### src/rtl/cbim_pkg.sv
// ----------------------------------------------------------------------------
// cbim_pkg: cartridge bank and IRQ mapper definitions
// Address decode codes, prescaler period and the result word layout.
// ----------------------------------------------------------------------------
package cbim_pkg;

    localparam int unsigned IN_DATA_W  = 32;
    localparam int unsigned OUT_DATA_W = 16;
    localparam int unsigned CHR_NUM    = 8;

    localparam logic [7:0] PRESCALE_PERIOD = 8'h72;
    localparam logic [7:0] COUNT_MAX       = 8'hFF;

    localparam logic [3:0] TOP_PRG0 = 4'h8;
    localparam logic [3:0] TOP_PRG1 = 4'hA;
    localparam logic [3:0] TOP_CHR0 = 4'hB;
    localparam logic [3:0] TOP_CHR1 = 4'hC;
    localparam logic [3:0] TOP_CHR2 = 4'hD;
    localparam logic [3:0] TOP_CHR3 = 4'hE;
    localparam logic [3:0] TOP_IRQ  = 4'hF;

    localparam logic [1:0] IRQ_LATCH_LO = 2'd0;
    localparam logic [1:0] IRQ_LATCH_HI = 2'd1;
    localparam logic [1:0] IRQ_CONTROL  = 2'd2;
    localparam logic [1:0] IRQ_ACK      = 2'd3;

    localparam logic [2:0] SLOT_PRG0 = 3'd4;
    localparam logic [2:0] SLOT_PRG1 = 3'd5;

    localparam logic REQ_WRITE = 1'b0;

    typedef struct packed {
        logic       irq_pending;
        logic       irq_line;
        logic [7:0] bank_number;
        logic [2:0] bank_slot;
        logic       bank_is_program;
        logic       bank_valid;
    } result_t;

endpackage

### src/rtl/cartridge_bank_and_irq_mapper.sv
// ----------------------------------------------------------------------------
// cartridge_bank_and_irq_mapper: program/character bank select and IRQ counter
// An accepted input word passes through the input register and then the result register.
// Throughput: one word per cycle while the output is not stalled; the two registers
// part the two sides, so a new word can be taken while a result waits.
// Reset (rst_n low, async): char banks hold their index, IRQ state cleared,
// both pipeline registers empty.
// ----------------------------------------------------------------------------
module cartridge_bank_and_irq_mapper
(
    input  logic                             clk,
    input  logic                             rst_n,
    input  logic                             s_axis_tvalid,
    output logic                             s_axis_tready,
    // [15:0] address, [23:16] write_data, [30:24] tick_cycles, [31] zero
    input  logic [cbim_pkg::IN_DATA_W-1:0]   s_axis_tdata,
    // [0] req_type
    input  logic                             s_axis_tuser,
    output logic                             m_axis_tvalid,
    input  logic                             m_axis_tready,
    // [2:0] bank_slot, [10:3] bank_number, [11] irq_line, [12] irq_pending
    output logic [cbim_pkg::OUT_DATA_W-1:0]  m_axis_tdata,
    // [0] bank_valid, [1] bank_is_program
    output logic [1:0]                       m_axis_tuser
);
    import cbim_pkg::*;

    logic                  in_valid_reg;
    logic                  in_req_reg;
    logic [15:0]           in_addr_reg;
    logic [7:0]            in_wdata_reg;
    logic [6:0]            in_cyc_reg;

    logic                  out_valid_reg;
    result_t               out_reg;

    logic [7:0]            chr_reg [CHR_NUM];
    logic [1:0]            en_reg;
    logic [7:0]            count_reg;
    logic [7:0]            reload_reg;
    logic                  occurred_reg;
    logic [6:0]            prescale_reg;
    logic                  level_reg;

    logic [7:0]            chr_next [CHR_NUM];
    logic [1:0]            en_next;
    logic [7:0]            count_next;
    logic [7:0]            reload_next;
    logic                  occurred_next;
    logic [6:0]            prescale_next;
    logic                  level_next;
    result_t               out_next;

    logic                  advance;
    logic [3:0]            top;
    logic [3:0]            nib;
    logic [2:0]            chr_idx;
    logic [3:0]            chr_off;
    logic [7:0]            chr_val;
    logic [7:0]            cyc_sat;
    logic [7:0]            acc;

    assign advance       = in_valid_reg && (!out_valid_reg || m_axis_tready);
    assign s_axis_tready = !in_valid_reg || advance;

    assign top     = in_addr_reg[15:12];
    assign nib     = in_wdata_reg[3:0];
    assign chr_off = top - TOP_CHR0;
    assign chr_idx = {chr_off[1:0], in_addr_reg[3]};
    assign cyc_sat = ({1'b0, in_cyc_reg} > PRESCALE_PERIOD) ? PRESCALE_PERIOD
                                                             : {1'b0, in_cyc_reg};
    assign acc     = {1'b0, prescale_reg} + cyc_sat;

    always_comb
    begin
        chr_val       = chr_reg[chr_idx];
        chr_next      = chr_reg;
        en_next       = en_reg;
        count_next    = count_reg;
        reload_next   = reload_reg;
        occurred_next = occurred_reg;
        prescale_next = prescale_reg;
        level_next    = level_reg;
        out_next      = '0;

        if (in_req_reg != REQ_WRITE)
        begin
            if (en_reg[1])
            begin
                if (acc >= PRESCALE_PERIOD)
                begin
                    prescale_next = 7'(acc - PRESCALE_PERIOD);
                    if (count_reg == COUNT_MAX)
                    begin
                        occurred_next = 1'b1;
                        count_next    = reload_reg;
                        en_next       = {en_reg[0], en_reg[0]};
                        level_next    = 1'b1;
                    end
                    else
                    begin
                        count_next = count_reg + 8'd1;
                    end
                end
                else
                begin
                    prescale_next = acc[6:0];
                end
            end
        end
        else
        begin
            unique case (top)
                TOP_PRG0, TOP_PRG1:
                begin
                    out_next.bank_valid      = 1'b1;
                    out_next.bank_is_program = 1'b1;
                    out_next.bank_slot       = (top == TOP_PRG0) ? SLOT_PRG0 : SLOT_PRG1;
                    out_next.bank_number     = in_wdata_reg;
                end
                TOP_CHR0, TOP_CHR1, TOP_CHR2, TOP_CHR3:
                begin
                    if (!in_addr_reg[2])
                        chr_val = {chr_reg[chr_idx][7:4], nib};
                    else
                        chr_val = {nib, chr_reg[chr_idx][3:0]};
                    chr_next[chr_idx]    = chr_val;
                    out_next.bank_valid  = 1'b1;
                    out_next.bank_slot   = chr_idx;
                    out_next.bank_number = chr_val;
                end
                TOP_IRQ:
                begin
                    occurred_next = 1'b0;
                    unique case (in_addr_reg[3:2])
                        IRQ_LATCH_LO: reload_next = {reload_reg[7:4], nib};
                        IRQ_LATCH_HI: reload_next = {nib, reload_reg[3:0]};
                        IRQ_CONTROL:
                        begin
                            en_next    = in_wdata_reg[1:0];
                            level_next = 1'b0;
                            if (in_wdata_reg[1])
                            begin
                                count_next    = reload_reg;
                                prescale_next = '0;
                            end
                        end
                        IRQ_ACK:
                        begin
                            en_next    = {en_reg[0], en_reg[0]};
                            level_next = 1'b0;
                        end
                        default: ;
                    endcase
                end
                default: ;
            endcase
        end

        out_next.irq_line    = level_next;
        out_next.irq_pending = occurred_next;
    end

    always_ff @(posedge clk or negedge rst_n)
    begin
        if (!rst_n)
        begin
            in_valid_reg  <= 1'b0;
            out_valid_reg <= 1'b0;
            for (int i = 0; i < CHR_NUM; i++)
                chr_reg[i] <= 8'(i);
            en_reg        <= '0;
            count_reg     <= '0;
            reload_reg    <= '0;
            occurred_reg  <= 1'b0;
            prescale_reg  <= '0;
            level_reg     <= 1'b0;
        end
        else
        begin
            if (s_axis_tready)
                in_valid_reg <= s_axis_tvalid;
            if (advance)
                out_valid_reg <= 1'b1;
            else if (m_axis_tready)
                out_valid_reg <= 1'b0;
            if (advance)
            begin
                chr_reg      <= chr_next;
                en_reg       <= en_next;
                count_reg    <= count_next;
                reload_reg   <= reload_next;
                occurred_reg <= occurred_next;
                prescale_reg <= prescale_next;
                level_reg    <= level_next;
            end
        end
    end

    always_ff @(posedge clk)
    begin
        if (s_axis_tvalid && s_axis_tready)
        begin
            in_req_reg   <= s_axis_tuser;
            in_addr_reg  <= s_axis_tdata[15:0];
            in_wdata_reg <= s_axis_tdata[23:16];
            in_cyc_reg   <= s_axis_tdata[30:24];
        end
        if (advance)
            out_reg <= out_next;
    end

    assign m_axis_tvalid = out_valid_reg;
    assign m_axis_tdata  = {3'b000, out_reg.irq_pending, out_reg.irq_line,
                            out_reg.bank_number, out_reg.bank_slot};
    assign m_axis_tuser  = {out_reg.bank_is_program, out_reg.bank_valid};

    a_prescale_range: assert property (@(posedge clk) disable iff (!rst_n)
        {1'b0, prescale_reg} < PRESCALE_PERIOD)
        else $error("prescaler out of range");

    a_occurred_level: assert property (@(posedge clk) disable iff (!rst_n)
        occurred_reg |-> level_reg)
        else $error("occurred flag set with IRQ line low");

    a_no_bank_fields: assert property (@(posedge clk) disable iff (!rst_n)
        (out_valid_reg && !out_reg.bank_valid) |->
        (!out_reg.bank_is_program && out_reg.bank_slot == '0 && out_reg.bank_number == '0))
        else $error("bank fields set without bank change");

    a_prg_slot: assert property (@(posedge clk) disable iff (!rst_n)
        (out_valid_reg && out_reg.bank_is_program) |->
        (out_reg.bank_slot == SLOT_PRG0 || out_reg.bank_slot == SLOT_PRG1))
        else $error("program bank with bad slot");

    a_hold_on_stall: assert property (@(posedge clk) disable iff (!rst_n)
        (in_valid_reg && out_valid_reg && !m_axis_tready) |=> in_valid_reg)
        else $error("input word dropped while output stalled");

endmodule
### config.mk
export PLATFORM = sky130hd
export DESIGN_NAME = cartridge_bank_and_irq_mapper
export DESIGN_NICKNAME = d
export VERILOG_FILES = /design/src/rtl/cbim_pkg.sv /design/src/rtl/cartridge_bank_and_irq_mapper.sv
export SDC_FILE = /design/constraint.sdc
export NUM_CORES = 1
export LEC_CHECK = 0
export ABC_CLOCK_PERIOD_IN_PS = 4950
export BUFFER_PORTS_ARGS = -buffer_cell sky130_fd_sc_hd__buf_2
export CAP_MARGIN = 15
export CORE_ASPECT_RATIO = 1.5
export CORE_MARGIN = 1
export CORE_UTILIZATION = 50
export DETAILED_ROUTE_END_ITERATION = 7
export PLACE_DENSITY = 0.69
export SLEW_MARGIN = 0
export SYNTH_ARGS = -nofsm -noshare
export SYNTH_HDL_FRONTEND = slang
export SYNTH_SLANG_ARGS = --single-unit
### constraint.sdc
create_clock -name clk -period 4.95 [get_ports clk]
set_input_delay 0.2475 -clock clk [delete_from_list [all_inputs] [get_ports clk]]
set_output_delay 0.2475 -clock clk [all_outputs]
set_load 0.05 [all_outputs]
==> metrics, run 1 <==
status=complete, no violations; clock sink count=130; metal2 WL=~7.7 mm; Overflow after GRT=0; number of buffers inserted by port buffering=between 40 and 50; routed wire length=~14 mm; distinct cell type count of the synthesized netlist=a little under 60; clock network latency to the later pin of the worst-skew pair=410 ps; Ports=57; headroom to the max-slew limit=between 20% and 30%; final cell area excluding filler cells=7430 µm²; number of detailed-route iterations in the first pass=4; P&R area growth vs syn=16.6%; sort of element at the end of the critical path=register; CP Max Fanout=20; number of nets in the finished design=610; critical path class=register to register; non-filler cells, final=725; average cell area after synthesis=around 13 µm²; Routed wire per std cell=19.2 µm; post-synthesis cell count=between 400 and 500; Antenna Diode Count=0; class of the tightest hold or removal check=primary input to register; setup repair after global routing missed its margin=false; TritonCTS clock tree=done; maximum number of pins on one net before global-route repair=84; global-route wire length before repair=22.7 mm; number of register bits inferred by synthesis=130; total standard cell area after synthesis=6370 µm²; async set-or-reset flop fraction in the synthesized netlist=a little under three quarters; drt initial violations=299; number of buffers added by the clock tree synthesis step=17; share of final-layout standard cells stronger than drive strength 1=34.1%; count of pins over their slew limit=0; dominant cell type by area after synthesis=sky130_fd_sc_hd__dfrtp_1; post-placement cell count=approximately 700; P per Cell Area=~460 nW/µm²; switching pwr=roughly 1.1 mW; count of cells resized by post-cts repair=0; initial antenna violation count=0; number of flip-flops in the largest register=64; dominant synthesized flop cell=sky130_fd_sc_hd__dfrtp_1; Hold Vio Cnt, Final=0; net switching fraction of the power=a little under a third; clock group share of total power=35.1%; kind of start point of the critical path=register; Period Utilization, post-route=75.4%; final antenna-violating net count=0; Placer Congestion=0.794; FILL cells=a little under 1000; number of global-route vias before repair=~4500; Peak Freq=0.268 GHz; Layout Skew=7.86 ps; total number of H-tree levels=4; Detail Route met3 WL=411 µm; Chip Width=94.2 µm; via-per-instance ratio=just under 6; Crit path arrival time=4030 ps; power consumption=roughly 3.4 mW; Worst-path clk slew=about 60 ps; total number of vias=between 4000 and 5000; clock buffer depth=2; post-synth top area share=a little under a third; Chip Height=~140 µm; setup violation total in the final timing report=0; commonest cells after routing, fill and taps aside=81 x sky130_fd_sc_hd__dfrtp_1, 74 x sky130_fd_sc_hd__mux2_2, 41 x sky130_fd_sc_hd__buf_2, 37 x sky130_fd_sc_hd__edfxtp_1, 34 x sky130_fd_sc_hd__nand2_1; overall die area=13200 µm²; cell row count=50; overall fraction of global-route tracks in use=a little under a quarter; Ys Warns=0; part of the power in combinational logic=between 20% and 30%; internal power=around 2.3 mW; minimum period implied by the final worst setup slack=3730 ps; post-detailed-route DRC marker count=0; leakage power figure=3.30 nW; effective utilization at floorplan=51.2%; maximum ir drop on the vdd rail=about 0.27 mV; CTS Root Buffer Type=sky130_fd_sc_hd__clkbuf_16; core area=~12000 µm²; highest metal layer used by the detailed router=met4; DP HPWL=~9.7 mm; M1 wire length=between 5 and 6 mm; sequential-to-total area share from yosys stat=a little over half; transition time at the pin with the least slew margin=1060 ps; Critical Path RT=5250 ps; Setup TNS=0 ps; most frequent standard cell in the layout excluding fill and tap cells=sky130_fd_sc_hd__dfrtp_1; Post-synth EDFFs=37; MaxCap Viol Count=0; placed inst area=between 6000 and 7000 µm²; top post-synthesis cells by area=sky130_fd_sc_hd__dfrtp_1 32%, sky130_fd_sc_hd__edfxtp_1 17%, sky130_fd_sc_hd__mux2_2 13%, sky130_fd_sc_hd__mux4_2 5.7%, sky130_fd_sc_hd__dfstp_2 4.9%; share of total power in sequential cells=approximately two fifths
## kinds of logic (layout without fill, tap and decap cells)
logic type / count (synthesis) / after routing / share of synthesized area [%]
flops: 130 / 130 / 54.2
fa+ha+maj: 17 / 17 / 3.46
mux: 101 / 101 / 20.5
xor+xnor: 5 / 5 / 0.687
simple gates: 131 / 131 / 10.4
compound gates: 78 / 78 / 8.40
other cells: 1 / 3 / 0.0588
buf+inv: 34 / 104 / 2.34
## through the flow
step	hold slack [ps]	utilization (%)	setup slack (ps)
after global routing	0.157	59.7	970
final	10.1	59.7	1220
after floorplan	-48.1	-	2000
after global placement	85.8	54.0	1340
after CTS	0.423	59.4	1230
after detailed placement	90.4	54.0	1250
## power by group through the flow
stage / Sequential, mW / Clock [mW] / Combinational, mW
5_1_grt: 1.38 / 1.25 / 0.934
3_5_place_dp: 1.38 / 0 / 0.839
6_report: 1.36 / 1.19 / 0.845
4_1_cts: 1.36 / 1.21 / 0.847
2_1_floorplan: 1.38 / 0 / 0.636
3_3_place_gp: 1.37 / 0 / 0.808
## final cells by class
type / count / area (µm²) / share of cell area, %
Timing Repair Buffer: 61 / 388 / 5.22
Clock inverter: 12 / 109 / 1.46
Multi-Input combinational cell: 335 / 2780 / 37.4
Tap cell: 156 / 195 / 2.63
Clock buffer: 20 / 467 / 6.28
Sequential cell: 130 / 3450 / 46.5
Inverter: 11 / 41.3 / 0.556
## worst paths after layout
check,startpoint,to,slack [ps],cells past startpoint
max,in_addr_reg[12]$_DFFE_PP_,chr_reg[6]$_DFFE_PN0P_,1220,8
min,s_axis_tdata[26],in_cyc_reg[2]$_DFFE_PP_,10,1
max reg2reg,in_addr_reg[12]$_DFFE_PP_,chr_reg[6]$_DFFE_PN0P_,1220,8
min reg2reg,reload_reg[0]$_DFFE_PN0P_,count_reg[0]$_DFFE_PN0P_,490,2
max in group asynchronous,rst_n,chr_reg[51]$_DFFE_PN0P_,3480,3
min in group asynchronous,rst_n,chr_reg[4]$_DFFE_PN0P_,200,2
## Yosys cell counts, types with 6 or more instances
cell type                  number
sky130_fd_sc_hd__nand4_1        6
sky130_fd_sc_hd__nand3_1       17
sky130_fd_sc_hd__edfxtp_1      37
sky130_fd_sc_hd__dfrtp_1       81
sky130_fd_sc_hd__clkbuf_1      14
sky130_fd_sc_hd__nor3_1         9
sky130_fd_sc_hd__a21oi_1       19
sky130_fd_sc_hd__mux2_2        74
sky130_fd_sc_hd__nand2b_1       8
sky130_fd_sc_hd__nor2_1        29
sky130_fd_sc_hd__nand2_1       34
sky130_fd_sc_hd__mux4_2        16
sky130_fd_sc_hd__inv_1         10
sky130_fd_sc_hd__a22oi_1        9
sky130_fd_sc_hd__mux2i_1       11
sky130_fd_sc_hd__dfstp_2       12
sky130_fd_sc_hd__o21ai_0       12
sky130_fd_sc_hd__ha_1          16
## metal layers
layer	vias to the layer above	global-route usage, %
li1	1966	-
met1	2127	24.8
met2	68	41.8
met3	27	5.48
met4	0	11.5
met5	-	0
## critical path, cell delays in order (launching register included)
cell                       delay [ps]
sky130_fd_sc_hd__edfxtp_1         790
sky130_fd_sc_hd__inv_1            320
sky130_fd_sc_hd__ha_1             280
sky130_fd_sc_hd__nor3_1            70
sky130_fd_sc_hd__a21oi_1          760
sky130_fd_sc_hd__nand2_1          160
sky130_fd_sc_hd__nor3_1           540
sky130_fd_sc_hd__nand2_2          340
sky130_fd_sc_hd__mux2_2           350
## timing repair
item                      in CTS  in global routing
hold endpoints to repair      19                  3
hold buffers                  10                  3
setup buffers                  0                  0
Note: power is estimated with default switching activity, not from simulation.
==> run 2, diff against run 1 <==
- ABC_CLOCK_PERIOD_IN_PS: 4950 -> 3800
- clock period: 4.95 -> 3.8 ns (I/O delays scaled with it)
==> run 2 against run 1 <==
- critical endpoint is now count_reg[0]$_DFFE_PN0P_
- highest routed layer unchanged
- worst hold slack better by 44 ps
- largest cell class unchanged
- setup slack lost 860 ps
- critical path type unchanged
- combinational power up 34%
- clock-buffer cell count did not move
- final cell count up 2.3%
- register-to-register slack got worse by 860 ps
==> metrics, run 2 (synthesis gave the netlist of run 1 again) <==
class of the tightest hold or removal check=primary input to register (unchanged); most frequent standard cell in the layout excluding fill and tap cells=sky130_fd_sc_hd__dfrtp_1 (unchanged); routed wire length=14.4 mm (was 13.9 mm); drt initial violations=256 (was 299); Ports=57 (unchanged); metal2 WL=8.21 mm (was 7.67 mm); total number of vias=4322 (was 4188); P per Cell Area=594 nW/µm² (was 458 nW/µm²); Hold Vio Cnt, Final=0 (unchanged); Detail Route met3 WL=507 µm (was 411 µm); effective utilization at floorplan=51.2% (unchanged); setup violation total in the final timing report=0 (unchanged); MaxCap Viol Count=0 (unchanged); via-per-instance ratio=5.82 (was 5.78); transition time at the pin with the least slew margin=911 ps (was 1060 ps); count of pins over their slew limit=0 (unchanged); critical path class=register to register (unchanged); total number of H-tree levels=4 (unchanged); Placer Congestion=0.803 (was 0.794); Crit path arrival time=3740 ps (was 4030 ps); CP Max Fanout=11 (was 20); number of flip-flops in the largest register=64 (unchanged); Fin Hold WS=54.3 ps (was 10.1 ps); CTS Root Buffer Type=sky130_fd_sc_hd__clkbuf_16 (unchanged); share of final-layout standard cells stronger than drive strength 1=33.6% (was 34.1%); kind of start point of the critical path=register (unchanged); FILL cells=998 (was 994); share of the core filled with cells=60.9% (was 59.7%); P&R area growth vs syn=19.1% (was 16.6%); clock buffer depth=2 (unchanged); clock sink count=130 (unchanged); Chip Width=94.2 µm (unchanged); global-route wire length before repair=22.9 mm (was 22.7 mm); minimum period implied by the final worst setup slack=3440 ps (was 3730 ps); headroom to the max-slew limit=39.2% (was 29.4%); Layout Skew=9.53 ps (was 7.86 ps); overall fraction of global-route tracks in use=23.7% (was 23.2%); Setup TNS=0 ps (unchanged); post-CTS setup buffer count=0 (unchanged); Worst-path clk slew=60 ps (about the same); number of nets in the finished design=627 (was 610); commonest cells after routing, fill and taps aside=81 x sky130_fd_sc_hd__dfrtp_1, 74 x sky130_fd_sc_hd__mux2_2, 41 x sky130_fd_sc_hd__buf_2, 37 x sky130_fd_sc_hd__edfxtp_1, 34 x sky130_fd_sc_hd__nand2_1 (unchanged); Period Utilization, post-route=90.5% (was 75.4%); maximum ir drop on the vdd rail=0.418 mV (was 0.272 mV); DP HPWL=10.1 mm (was 9.73 mm); Chip Height=140 µm (unchanged); cell row count=50 (unchanged); number of detailed-route iterations in the first pass=5 (was 4); maximum number of pins on one net before global-route repair=71 (was 84); Critical Path RT=4100 ps (was 5250 ps); core area=12400 µm² (unchanged); TritonCTS clock tree=done (unchanged); Routed wire per std cell=19.4 µm (was 19.2 µm); leakage power figure=3.39 nW (was 3.30 nW); overall die area=13200 µm² (unchanged); status=complete, no violations (unchanged); number of buffers inserted by port buffering=42 (unchanged); highest metal layer used by the detailed router=met4 (unchanged); Antenna Diode Count=0 (unchanged); number of global-route vias before repair=4508 (was 4523); Overflow after GRT=0 (unchanged); post-detailed-route DRC marker count=0 (unchanged); M1 wire length=5.33 mm (was 5.44 mm); clock network latency to the later pin of the worst-skew pair=410 ps (about the same); initial antenna violation count=0 (unchanged); final antenna-violating net count=0 (unchanged); sort of element at the end of the critical path=register (unchanged); Peak Freq=0.291 GHz (was 0.268 GHz); setup repair after global routing missed its margin=false (unchanged); number of buffers added by the clock tree synthesis step=17 (unchanged)
## run 2: repair_timing
item	in CTS	in global routing
hold buffers	24	0
resized for setup	0	0
hold endpoints to repair	92	0
## run 2: metrics by stage
| step | worst slack (ps) | std cells | area, µm² | total power, mW |
|---|---|---|---|---|
| 2_1_floorplan | 850 | 499 | 6380 | 2.63 |
| 3_3_place_gp | 418 | 686 | 6770 | 2.86 |
| 3_5_place_dp | 367 | 686 | 6770 | 2.91 |
| 4_1_cts | 343 | 742 | 7590 | 4.53 |
| 5_1_grt | 133 | 742 | 7590 | 4.72 |
| 6_report | 360 | 742 | 7590 | 4.50 |
## run 2: routing by layer
layer  GRT usage (%)  vias to the layer above
li1                -                     1991
met1            25.0                     2195
met2            43.7                      106
met3            6.13                       30
met4            9.39                        0
met5               0                        -
## run 2: cell type report
class | instances | area (µm²) | area share [%]
Clock buffer | 20 | 437 | 5.76
Inverter | 11 | 41.3 | 0.544
Tap cell | 156 | 195 | 2.57
Sequential cell | 130 | 3450 | 45.5
Clock inverter | 12 | 140 | 1.85
Multi-Input combinational cell | 335 | 2780 | 36.6
Timing Repair Buffer | 78 | 543 | 7.16
## run 2: path summary, 6_finish.rpt
kind                                                to                   startpoint  slack (ps)  cells past startpoint
max reg2reg                   count_reg[0]$_DFFE_PN0P_      in_cyc_reg[0]$_DFFE_PP_         360                     13
max in group asynchronous      chr_reg[16]$_DFFE_PN1P_                        rst_n        2420                      3
min in group asynchronous      chr_reg[60]$_DFFE_PN0P_                        rst_n         440                      2
min reg2reg                prescale_reg[2]$_DFFE_PN0P_  prescale_reg[2]$_DFFE_PN0P_         490                      2
max                           count_reg[0]$_DFFE_PN0P_      in_cyc_reg[0]$_DFFE_PP_         360                     13
min                          m_axis_tvalid$_DFFE_PN0P_                m_axis_tready          50                      3
## run 2: critical path, stage by stage, from the launching register on
cell	delay, ps
sky130_fd_sc_hd__edfxtp_1	390
sky130_fd_sc_hd__a211oi_1	240
sky130_fd_sc_hd__nor2_1	90
sky130_fd_sc_hd__nor2b_1	120
sky130_fd_sc_hd__ha_1	180
sky130_fd_sc_hd__inv_1	50
sky130_fd_sc_hd__fa_1	390
sky130_fd_sc_hd__nand2b_1	160
sky130_fd_sc_hd__o2bb2ai_1	210
sky130_fd_sc_hd__xnor2_1	400
sky130_fd_sc_hd__nand4b_4	240
sky130_fd_sc_hd__o31ai_4	560
sky130_fd_sc_hd__mux2i_1	240
sky130_fd_sc_hd__nand2_1	60
## run 2: power breakdown
part | internal [mW] | switching (mW) | leakage, nW
registers | 1.65 | 0.133 | 1.57
clock network | 1.02 | 0.573 | 0.285
logic | 0.465 | 0.666 | 1.54
total | 3.13 | 1.37 | 3.39
==> run 3, diff against run 2 <==
- ABC_CLOCK_PERIOD_IN_PS: 3800 -> 3500
- CORE_UTILIZATION: 50 -> 35
- PLACE_DENSITY: 0.69 -> default
- clock period: 3.8 -> 3.5 ns (I/O delays scaled with it)
==> run 3 against run 2 <==
- the run now ends with DRC left
- die area is 42% higher
- total power is 12% higher
- critical path depth is 1 higher
- register-to-register slack worse by 90 ps
- final area is 1.9% higher
- clock power is 15% higher
- wire length is 3.2% higher
- largest cell class unchanged
- largest power group unchanged
- highest routed layer unchanged
==> metrics, run 3 (synthesis gave the netlist of run 1 again) <==
setup violation total in the final timing report=0 (unchanged); Ports=57 (unchanged); share of total power in sequential cells=38.3% (was 39.5%); number of flip-flops in the largest register=64 (unchanged); drt initial violations=298 (was 256); effective utilization at floorplan=35.7% (was 51.2%); P&R area growth vs syn=21.3% (was 19.1%); class of the tightest hold or removal check=primary input to register (unchanged); kind of start point of the critical path=register (unchanged); status=finished with violations (was complete, no violations); clock buffer depth=2 (unchanged); Critical Path RT=3840 ps (was 4100 ps); TritonCTS clock tree=done (unchanged); violated checks=DRC; transition time at the pin with the least slew margin=923 ps (was 911 ps); cell breakdown of the critical path=nand3_1 > nor2_1 > nor2b_1 > ha_1 > inv_1 > fa_1 > xor2_1 > nand3b_1 > mux2_2 > nand4b_4 > buf_4 > nor2_2 > or4_1 > nand3_1 (was a211oi_1 > nor2_1 > nor2b_1 > ha_1 > inv_1 > fa_1 > nand2b_1 > o2bb2ai_1 > xnor2_1 > nand4b_4 > o31ai_4 > mux2i_1 > nand2_1); number of global-route vias before repair=4436 (was 4508); Antenna Diode Count=0 (unchanged); Chip Width=112 µm (was 94.2 µm); Overflow after GRT=0 (unchanged); initial antenna violation count=0 (unchanged); switching pwr=1.53 mW (was 1.37 mW); CP Max Fanout=6 (was 11); Hold Vio Cnt, Final=0 (unchanged); GRT met3 Usage=3.80% (was 6.13%); headroom to the max-slew limit=38.5% (was 39.2%); Placer Congestion=0.757 (was 0.803); via-per-instance ratio=5.36 (was 5.82); core area=17900 µm² (was 12400 µm²); CTS Root Buffer Type=sky130_fd_sc_hd__clkbuf_16 (unchanged); Period Utilization, post-route=92.4% (was 90.5%); MaxCap Viol Count=0 (unchanged); number of detailed-route iterations in the first pass=8 (was 5); total number of H-tree levels=4 (unchanged); most frequent standard cell in the layout excluding fill and tap cells=sky130_fd_sc_hd__dfrtp_1 (unchanged); Peak Freq=0.309 GHz (was 0.291 GHz); Fin Hold WS=40.6 ps (was 54.3 ps); critical path class=register to register (unchanged); max incr delay on CP=500 ps (was 560 ps); worst-case setup slack after placement=218 ps (was 367 ps); Worst path most repeated cell=sky130_fd_sc_hd__nand3_1; share of the core filled with cells=43.3% (was 60.9%); global route hottest layer=met2 (unchanged); Layout Skew=11.0 ps (was 9.53 ps); post-route worst setup slack=266 ps (was 360 ps); overall die area=18800 µm² (was 13200 µm²); FILL cells=1621 (was 998); final antenna-violating net count=0 (unchanged); met2 routing resource usage after global routing=31.8% (was 43.7%); sort of element at the end of the critical path=register (unchanged); setup repair after global routing missed its margin=false (unchanged); Chip Height=167 µm (was 140 µm); Setup TNS=0 ps (unchanged); internal power=3.50 mW (was 3.13 mW); share of final-layout standard cells stronger than drive strength 1=34.4% (was 33.6%); commonest cells after routing, fill and taps aside=81 x sky130_fd_sc_hd__dfrtp_1, 74 x sky130_fd_sc_hd__mux2_2, 41 x sky130_fd_sc_hd__buf_2, 37 x sky130_fd_sc_hd__edfxtp_1, 34 x sky130_fd_sc_hd__nand2_1 (unchanged); global-route wire length before repair=23.9 mm (was 22.9 mm); leakage power figure=3.41 nW (was 3.39 nW); worst hold path stage count=3 (unchanged); net switching fraction of the power=30.5% (about the same); clock network latency to the later pin of the worst-skew pair=420 ps (was 410 ps); overall fraction of global-route tracks in use=16.9% (was 23.7%); part of the power in combinational logic=25.4% (was 25.1%); number of nets in the finished design=629 (was 627); cell row count=60 (was 50); DP HPWL=10.4 mm (was 10.1 mm); number of buffers inserted by port buffering=42 (unchanged); minimum period implied by the final worst setup slack=3230 ps (was 3440 ps); count of pins over their slew limit=0 (unchanged); P per Cell Area=651 nW/µm² (was 594 nW/µm²); maximum number of pins on one net before global-route repair=73 (was 71); Routed wire per std cell=18.5 µm (was 19.4 µm); maximum ir drop on the vdd rail=0.307 mV (was 0.418 mV); clock group share of total power=36.3% (was 35.4%); Global Route met1 Usage=18.3% (was 25.0%); clock sink count=130 (unchanged); library cell contributing the largest single delay on the critical path=sky130_fd_sc_hd__or4_1 (was sky130_fd_sc_hd__o31ai_4); routed wire length=14.9 mm (was 14.4 mm); total number of vias=4313 (was 4322); Crit path arrival time=3580 ps (was 3740 ps); Worst-path clk slew=60 ps (about the same); depth of the most critical reg-to-reg path=14 (was 13); post-detailed-route DRC marker count=2 (was 0); number of buffers added by the clock tree synthesis step=17 (unchanged)
[run 3: changes by cell type in the layout (fill, tap and decap cells not counted), sizes merged]
cell	previous run	this run
buf	54	56
clkinvlp	1	2
bufinv	3	2
clkbuf	20	23
clkinv	8	3
inv	11	13
[run 3: cell type report]
cell class,count,area [µm²],share of cell area [%]
clock buffer,23,510,6.60
clock inverter,9,115,1.49
inverter,11,41.3,0.534
multi-input combinational,335,2780,36.0
sequential,130,3450,44.7
tap,217,272,3.51
timing repair buffer,80,558,7.22
[run 3: repair_timing]
| action | in CTS | in global routing |
|---|---|---|
| setup buffers | 0 | 0 |
| hold endpoints to repair | 87 | 0 |
| resized for setup | 0 | 1 |
| endpoints found under the setup margin | 0 | 5 |
| hold buffers | 24 | 0 |
[run 3: path summary, 6_finish.rpt]
| check | startpoint | end | slack [ps] |
|---|---|---|---|
| setup / recovery | in_cyc_reg[4]$_DFFE_PP_ | prescale_reg[3]$_DFFE_PN0P_ | 270 |
| hold / removal | m_axis_tready | m_axis_tvalid$_DFFE_PN0P_ | 40 |
| setup reg to reg | in_cyc_reg[4]$_DFFE_PP_ | prescale_reg[3]$_DFFE_PN0P_ | 270 |
| hold reg to reg | prescale_reg[2]$_DFFE_PN0P_ | prescale_reg[2]$_DFFE_PN0P_ | 490 |
| max in group asynchronous | rst_n | chr_reg[1]$_DFFE_PN1P_ | 2130 |
| min in group asynchronous | rst_n | chr_reg[4]$_DFFE_PN0P_ | 410 |
[run 3: power groups by stage]
stage,combinational (mW),sequential (mW),clock (mW)
finish,1.28,1.93,1.83
global route,1.39,1.96,1.93
CTS,1.26,1.93,1.86
global placement,1.21,1.94,0
floorplan,0.899,1.95,0
detailed placement,1.24,1.96,0
[run 3: critical path: cells and delay by family, from the launching register on]
| family | cells | cell delay, ps |
|---|---|---|
| simple gates | 8 | 1310 |
| fa+ha+maj | 2 | 560 |
| flops | 1 | 420 |
| xor+xnor | 1 | 330 |
| mux | 1 | 310 |
| buf+inv | 2 | 220 |
[run 3: per-layer routing]
metal	share of wire [%]	vias to the layer above	wire length (µm)
met5	0	-	0
met4	2.5	0	372
met3	3.1	30	468
met2	56	102	8350
met1	38	2174	5700
li1	-	2007	-
[run 3: metrics by stage]
step	power, mW	std cells	instance area, µm²
2_1_floorplan	2.85	499	6380
3_3_place_gp	3.15	749	6860
3_5_place_dp	3.19	749	6860
4_1_cts	5.05	805	7730
5_1_grt	5.28	805	7730
6_report	5.03	805	7730
